==> src/rtl/epc_pkg.sv <==
// Shared constants, command and region codes, and result type for the eye pixel compositor.
package epc_pkg;

	// Geometry of the screen, the sclera image, the iris window and the iris texture
	localparam int SCREEN_SIDE    = 128;
	localparam int SCLERA_SIDE    = 256;
	localparam int IRIS_SIDE      = 128;
	localparam int TEXTURE_WIDTH  = 512;
	localparam int TEXTURE_HEIGHT = 64;

	localparam int LID_DEPTH    = SCREEN_SIDE * SCREEN_SIDE;
	localparam int SCLERA_DEPTH = SCLERA_SIDE * SCLERA_SIDE;
	localparam int POLAR_DEPTH  = IRIS_SIDE * IRIS_SIDE;
	localparam int TEX_DEPTH    = TEXTURE_WIDTH * TEXTURE_HEIGHT;
	localparam int IRIS_MARGIN  = (SCLERA_SIDE - IRIS_SIDE) / 2;

	localparam int LID_AW    = $clog2(LID_DEPTH);
	localparam int SCLERA_AW = $clog2(SCLERA_DEPTH);
	localparam int POLAR_AW  = $clog2(POLAR_DEPTH);
	localparam int TEX_AW    = $clog2(TEX_DEPTH);

	// Field widths
	localparam int CMD_W     = 3;
	localparam int ADDR_W    = 16;
	localparam int DATA_W    = 16;
	localparam int PIX_W     = 7;
	localparam int SCALE_W   = 10;
	localparam int OFS_W     = 8;
	localparam int LID_W     = 8;
	localparam int COLOR_W   = 16;
	localparam int REGION_W  = 2;
	localparam int CFG_IDX_W = 3;
	localparam int CFG_W     = SCALE_W;

	// Sum of an offset and a screen position
	localparam int POS_W = OFS_W + 1;

	// Polar entry: low bits distance, high bits angle
	localparam int DIST_W      = 7;
	localparam int ANGLE_W     = DATA_W - DIST_W;
	localparam int ANGLE_RANGE = 512;
	localparam int SCALE_SHIFT = 7;
	localparam int PROD_W      = SCALE_W + DIST_W;
	localparam int RADIUS_W    = PROD_W - SCALE_SHIFT;

	// Output queue
	localparam int OUT_DEPTH = 8;
	localparam int OUT_AW    = $clog2(OUT_DEPTH);
	localparam int CNT_W     = $clog2(OUT_DEPTH + 1);

	// Commands
	localparam logic [CMD_W-1:0] CMD_UPPER_LID = 3'd0;
	localparam logic [CMD_W-1:0] CMD_LOWER_LID = 3'd1;
	localparam logic [CMD_W-1:0] CMD_SCLERA    = 3'd2;
	localparam logic [CMD_W-1:0] CMD_POLAR     = 3'd3;
	localparam logic [CMD_W-1:0] CMD_TEXTURE   = 3'd4;
	localparam logic [CMD_W-1:0] CMD_RENDER    = 3'd5;

	// Regions
	localparam logic [REGION_W-1:0] REGION_LID    = 2'd0;
	localparam logic [REGION_W-1:0] REGION_SCLERA = 2'd1;
	localparam logic [REGION_W-1:0] REGION_IRIS   = 2'd2;
	localparam logic [REGION_W-1:0] REGION_BEYOND = 2'd3;

	// Configuration register indices
	localparam logic [CFG_IDX_W-1:0] CFG_IRIS_SCALE = 3'd0;
	localparam logic [CFG_IDX_W-1:0] CFG_SCLERA_X   = 3'd1;
	localparam logic [CFG_IDX_W-1:0] CFG_SCLERA_Y   = 3'd2;
	localparam logic [CFG_IDX_W-1:0] CFG_UPPER_TH   = 3'd3;
	localparam logic [CFG_IDX_W-1:0] CFG_LOWER_TH   = 3'd4;

	// Configuration reset values
	localparam logic [SCALE_W-1:0] RST_IRIS_SCALE = 10'd512;
	localparam logic [OFS_W-1:0]   RST_SCLERA_X   = 8'd64;
	localparam logic [OFS_W-1:0]   RST_SCLERA_Y   = 8'd64;
	localparam logic [LID_W-1:0]   RST_UPPER_TH   = 8'd128;
	localparam logic [LID_W-1:0]   RST_LOWER_TH   = 8'd126;

	typedef struct packed {
		logic [COLOR_W-1:0]  color;
		logic [REGION_W-1:0] region;
	} pixel_t;

endpackage

==> src/rtl/epc_out_fifo.sv <==
// Output queue holding finished pixels until the downstream side takes them.
module epc_out_fifo (
	input  logic            clk,
	input  logic            arst_n,
	input  logic            push,
	input  epc_pkg::pixel_t push_item,
	input  logic            pop,
	output logic            not_empty,
	output epc_pkg::pixel_t head
);

	epc_pkg::pixel_t                   mem_q [epc_pkg::OUT_DEPTH];
	logic [epc_pkg::OUT_AW-1:0]        wr_ptr_q;
	logic [epc_pkg::OUT_AW-1:0]        rd_ptr_q;
	logic [epc_pkg::CNT_W-1:0]         fill_q;

	// Store pushed pixels
	always_ff @(posedge clk) begin
		if (push) begin
			mem_q[wr_ptr_q] <= push_item;
		end
	end

	// Advance pointers and fill level
	always_ff @(posedge clk or negedge arst_n) begin
		if (!arst_n) begin
			wr_ptr_q <= '0;
			rd_ptr_q <= '0;
			fill_q   <= '0;
		end else begin
			if (push) begin
				wr_ptr_q <= wr_ptr_q + 1'b1;
			end
			if (pop) begin
				rd_ptr_q <= rd_ptr_q + 1'b1;
			end
			if (push && !pop) begin
				fill_q <= fill_q + 1'b1;
			end else if (pop && !push) begin
				fill_q <= fill_q - 1'b1;
			end
		end
	end

	assign not_empty = (fill_q != '0);
	assign head      = mem_q[rd_ptr_q];

endmodule

==> config.mk <==
export PLATFORM = sky130hd
export DESIGN_NAME = epc_out_fifo
export DESIGN_NICKNAME = d
export VERILOG_FILES = /design/src/rtl/epc_pkg.sv /design/src/rtl/epc_out_fifo.sv
export SDC_FILE = /design/constraint.sdc
export NUM_CORES = 1
export LEC_CHECK = 0
export BUFFER_PORTS_ARGS = -buffer_cell sky130_fd_sc_hd__buf_2
export CORE_MARGIN = 5
export CORE_UTILIZATION = 54
export CTS_CLUSTER_DIAMETER = 40
export DETAILED_ROUTE_END_ITERATION = 6
export PLACE_DENSITY = 0.72
export SLEW_MARGIN = 5
export SYNTH_ARGS = -nofsm -noshare
export SYNTH_HDL_FRONTEND = slang
export SYNTH_SLANG_ARGS = --single-unit
==> constraint.sdc <==
create_clock -name clk -period 6.4 [get_ports clk]
set_input_delay 1.28 -clock clk [delete_from_list [all_inputs] [get_ports clk]]
set_output_delay 1.28 -clock clk [all_outputs]
set_load 0.01 [all_outputs]
==> results_dict.tcl <==
set metrics [dict create \
    status "complete, no violations" \
    grt_use_total 0.172 \
    drive_gt1_frac 0.338 \
    arrival_ns 2.50 \
    cts_sinks 154 \
    hpwlAfterDp_um 5880 \
    insertedDiodeCount 0 \
    tightest_slew_ns 1.08 \
    final_area_sq_um 7120 \
    cp-end-kind "primary output" \
    synthArstFlopShare 0.0649 \
    core_area_sq_um 11000 \
    final.setup.tns_ns 0 \
    yosysSeqAreaShare 0.749 \
    swShare 0.269 \
    cts_hold_buf 0 \
    post-cts-setup-buffers 0 \
    port_buffers 40 \
    place_area_sq_um 6490 \
    synth-seq-cells 154 \
    postCtsResizedCells 0 \
    fmax_mhz 265 \
    max_stage_delay_ns 0.62 \
    crit_type "reg -> out" \
    first_global_vias 2877 \
    die_h_um 116 \
    netlist_instances 267 \
    switchingPower_mw 0.886 \
    fin_skew_ns 0.00444 \
    clk_pin_slew_ns 0.06 \
    cts.path.max_buffers 2 \
    syn_area_per_cell_sq_um 22.9 \
    yosysUniqueCellTypes 27 \
    drt_iter0_drc 178 \
    crit_fanout 30 \
    critPathSlowestCell "mux4_1" \
    ir_drop_uv 253 \
    p_per_area_nw_per_um2 462 \
    synth_top_cell_area_share 0.708 \
    synth_flop_cell "edfxtp_1" \
    cts_buffers 17 \
    clock_latency_ns 0.42 \
    seqPwrFrac 0.432 \
    crit_family "multiplexers" \
    nets 352 \
    power.leakage_nw 2.46 \
    cts_tree "done" \
    place_congestion 0.699 \
    antenna_found_initial 0 \
    cp_data_required_time_ns 5.12 \
    setup_violations 0 \
    die_x_um 116 \
    path_cells "buf_4, mux4_1, mux2_2, buf_2" \
    holdWs_ns 0.517 \
    ant_nets 0 \
    relSlewSlack 0.280 \
    die_area_sq_um 13500 \
    period_needed_ns 3.78 \
    yosysWarnings 0 \
    seqCellArea_sq_um 4580 \
    h-tree-depth 4 \
    start_util 0.556 \
    holdCritPathClass "reg -> reg" \
    internal_power_mw 2.41 \
    yosys.area.top_type "edfxtp_1" \
    wl_per_cell_um 21.8 \
    root_buffer "clkbuf_16" \
    grt_max_degree 39 \
    grt-ovfl-total 0 \
    syn_to_final_growth_pct 16.7 \
    critPathLaunch "rd_ptr_q[0]" \
    rsz0062_at_grt "false" \
    synth_edf_count 144 \
    hold_viol 0 \
    synth_common_cells "144 x edfxtp_1, 26 x mux4_1, 21 x mux2_2" \
    synth_area_sq_um 6100 \
    synth_nets 295 \
    synth_area_leaders "edfxtp_1 71%, mux4_1 11%, dfrtp_1 4.1%" \
    start_kind "flop" \
    pwr-share-comb 0.247 \
    clkPwrFrac 0.321 \
    viasPerCell 5.72 \
    slew_viol_final 0 \
    multi_input_area_sq_um 1460 \
    synth_most_common_cell "edfxtp_1" \
    ios 41 \
    fin_crit_sh 0.590 \
    nFillCells 707 \
    dr.pass1.iters 5 \
    num_rows 38 \
    min_from "fill_q[2]" \
    finalWirelength_um 10400 \
    grt_pass1_wl_um 16300 \
    drv_cap 0 \
    drc 0 \
    r2r-start "wr_ptr_q[0]" \
    dr_total_vias 2727 \
    cp_num_buf_inv 2 \
]
-- layout make-up --
type | count | area share
Clock inverter | 15 | 0.0288
Multi-Input combinational cell | 100 | 0.206
Inverter | 2 | 0.00105
Clock buffer | 17 | 0.0597
Timing Repair Buffer | 49 | 0.0376
Sequential cell | 154 | 0.643
Tap cell | 140 | 0.0246
-- cell families (layout without fill, tap and decap cells) --
| kind of cell | after synthesis | after routing | share of synthesized area |
|---|---|---|---|
| fa+ha+maj | 6 | 6 | 0.0135 |
| mux | 58 | 58 | 0.189 |
| xor+xnor | 6 | 6 | 0.00861 |
| simple gates | 24 | 24 | 0.0193 |
| compound gates | 6 | 6 | 0.00676 |
| flops | 154 | 154 | 0.749 |
| buf+inv | 13 | 83 | 0.0133 |
-- sequential cells by signal (all words and copies together), names as in the netlist --
signal,flops
wr_ptr_q,3
fill_q,4
rd_ptr_q,3
mem_q,144
-- worst paths after layout --
path                                 to  slack [ns]  cells after the start
max reg2reg                mem_q[6][17]        4.54                      3
max in group asynchronous   rd_ptr_q[0]        5.46                      1
max                            head[12]        2.62                      4
min reg2reg                   fill_q[2]        0.52                      2
min in group asynchronous   wr_ptr_q[1]        0.72                      1
min                           fill_q[2]        0.52                      2
-- through the flow --
stage	cells	power (mW)	utilization	worst slack [ns]
2_1_floorplan	267	2.00	-	3.34
3_3_place_gp	445	2.25	0.591	3.03
3_5_place_dp	445	2.27	0.591	3.00
4_1_cts	477	3.33	0.648	2.54
5_1_grt	477	3.46	0.648	2.45
6_report	477	3.29	0.648	2.62
-- power groups by stage --
| stage | sequential, mW | combinational, mW | clock (mW) |
|---|---|---|---|
| after global placement | 1.44 | 0.814 | 0 |
| after CTS | 1.43 | 0.833 | 1.07 |
| final | 1.42 | 0.813 | 1.06 |
| after global routing | 1.44 | 0.890 | 1.12 |
| after floorplan | 1.34 | 0.666 | 0 |
| after detailed placement | 1.44 | 0.829 | 0 |
-- worst reg2reg max path, delay by kind of cell (launching register included) --
kind                   cells  cell delay (ns)
flip-flops                 1             0.47
AND/OR/NAND/NOR            2             0.70
buffers and inverters      1             0.37
-- routing by layer --
metal | GRT usage | up-vias | wire length [um]
li1 | - | 1249 | -
met5 | 0 | - | 0
met1 | 0.223 | 1409 | 4470
met2 | 0.273 | 56 | 5420
met3 | 0.0658 | 13 | 404
met4 | 0.0510 | 0 | 115
-- cell usage in the layout, fill, tap and decap left out, drive strengths merged --
cell type,count
nor2,6
buf,49
or3,1
nand2,6
nor3,3
o211ai,2
ha,5
a21oi,2
mux4,36
nand3b,1
nand3,2
a2111o,1
clkbuf,17
dfrtp,10
nand2b,3
inv,2
clkinv,6
edfxtp,144
fa,1
mux2i,1
or4,2
bufinv,5
mux2,21
xor2,2
clkinvlp,4
o21ai,1
xnor2,4
Note: power is estimated with default switching activity, not from simulation.
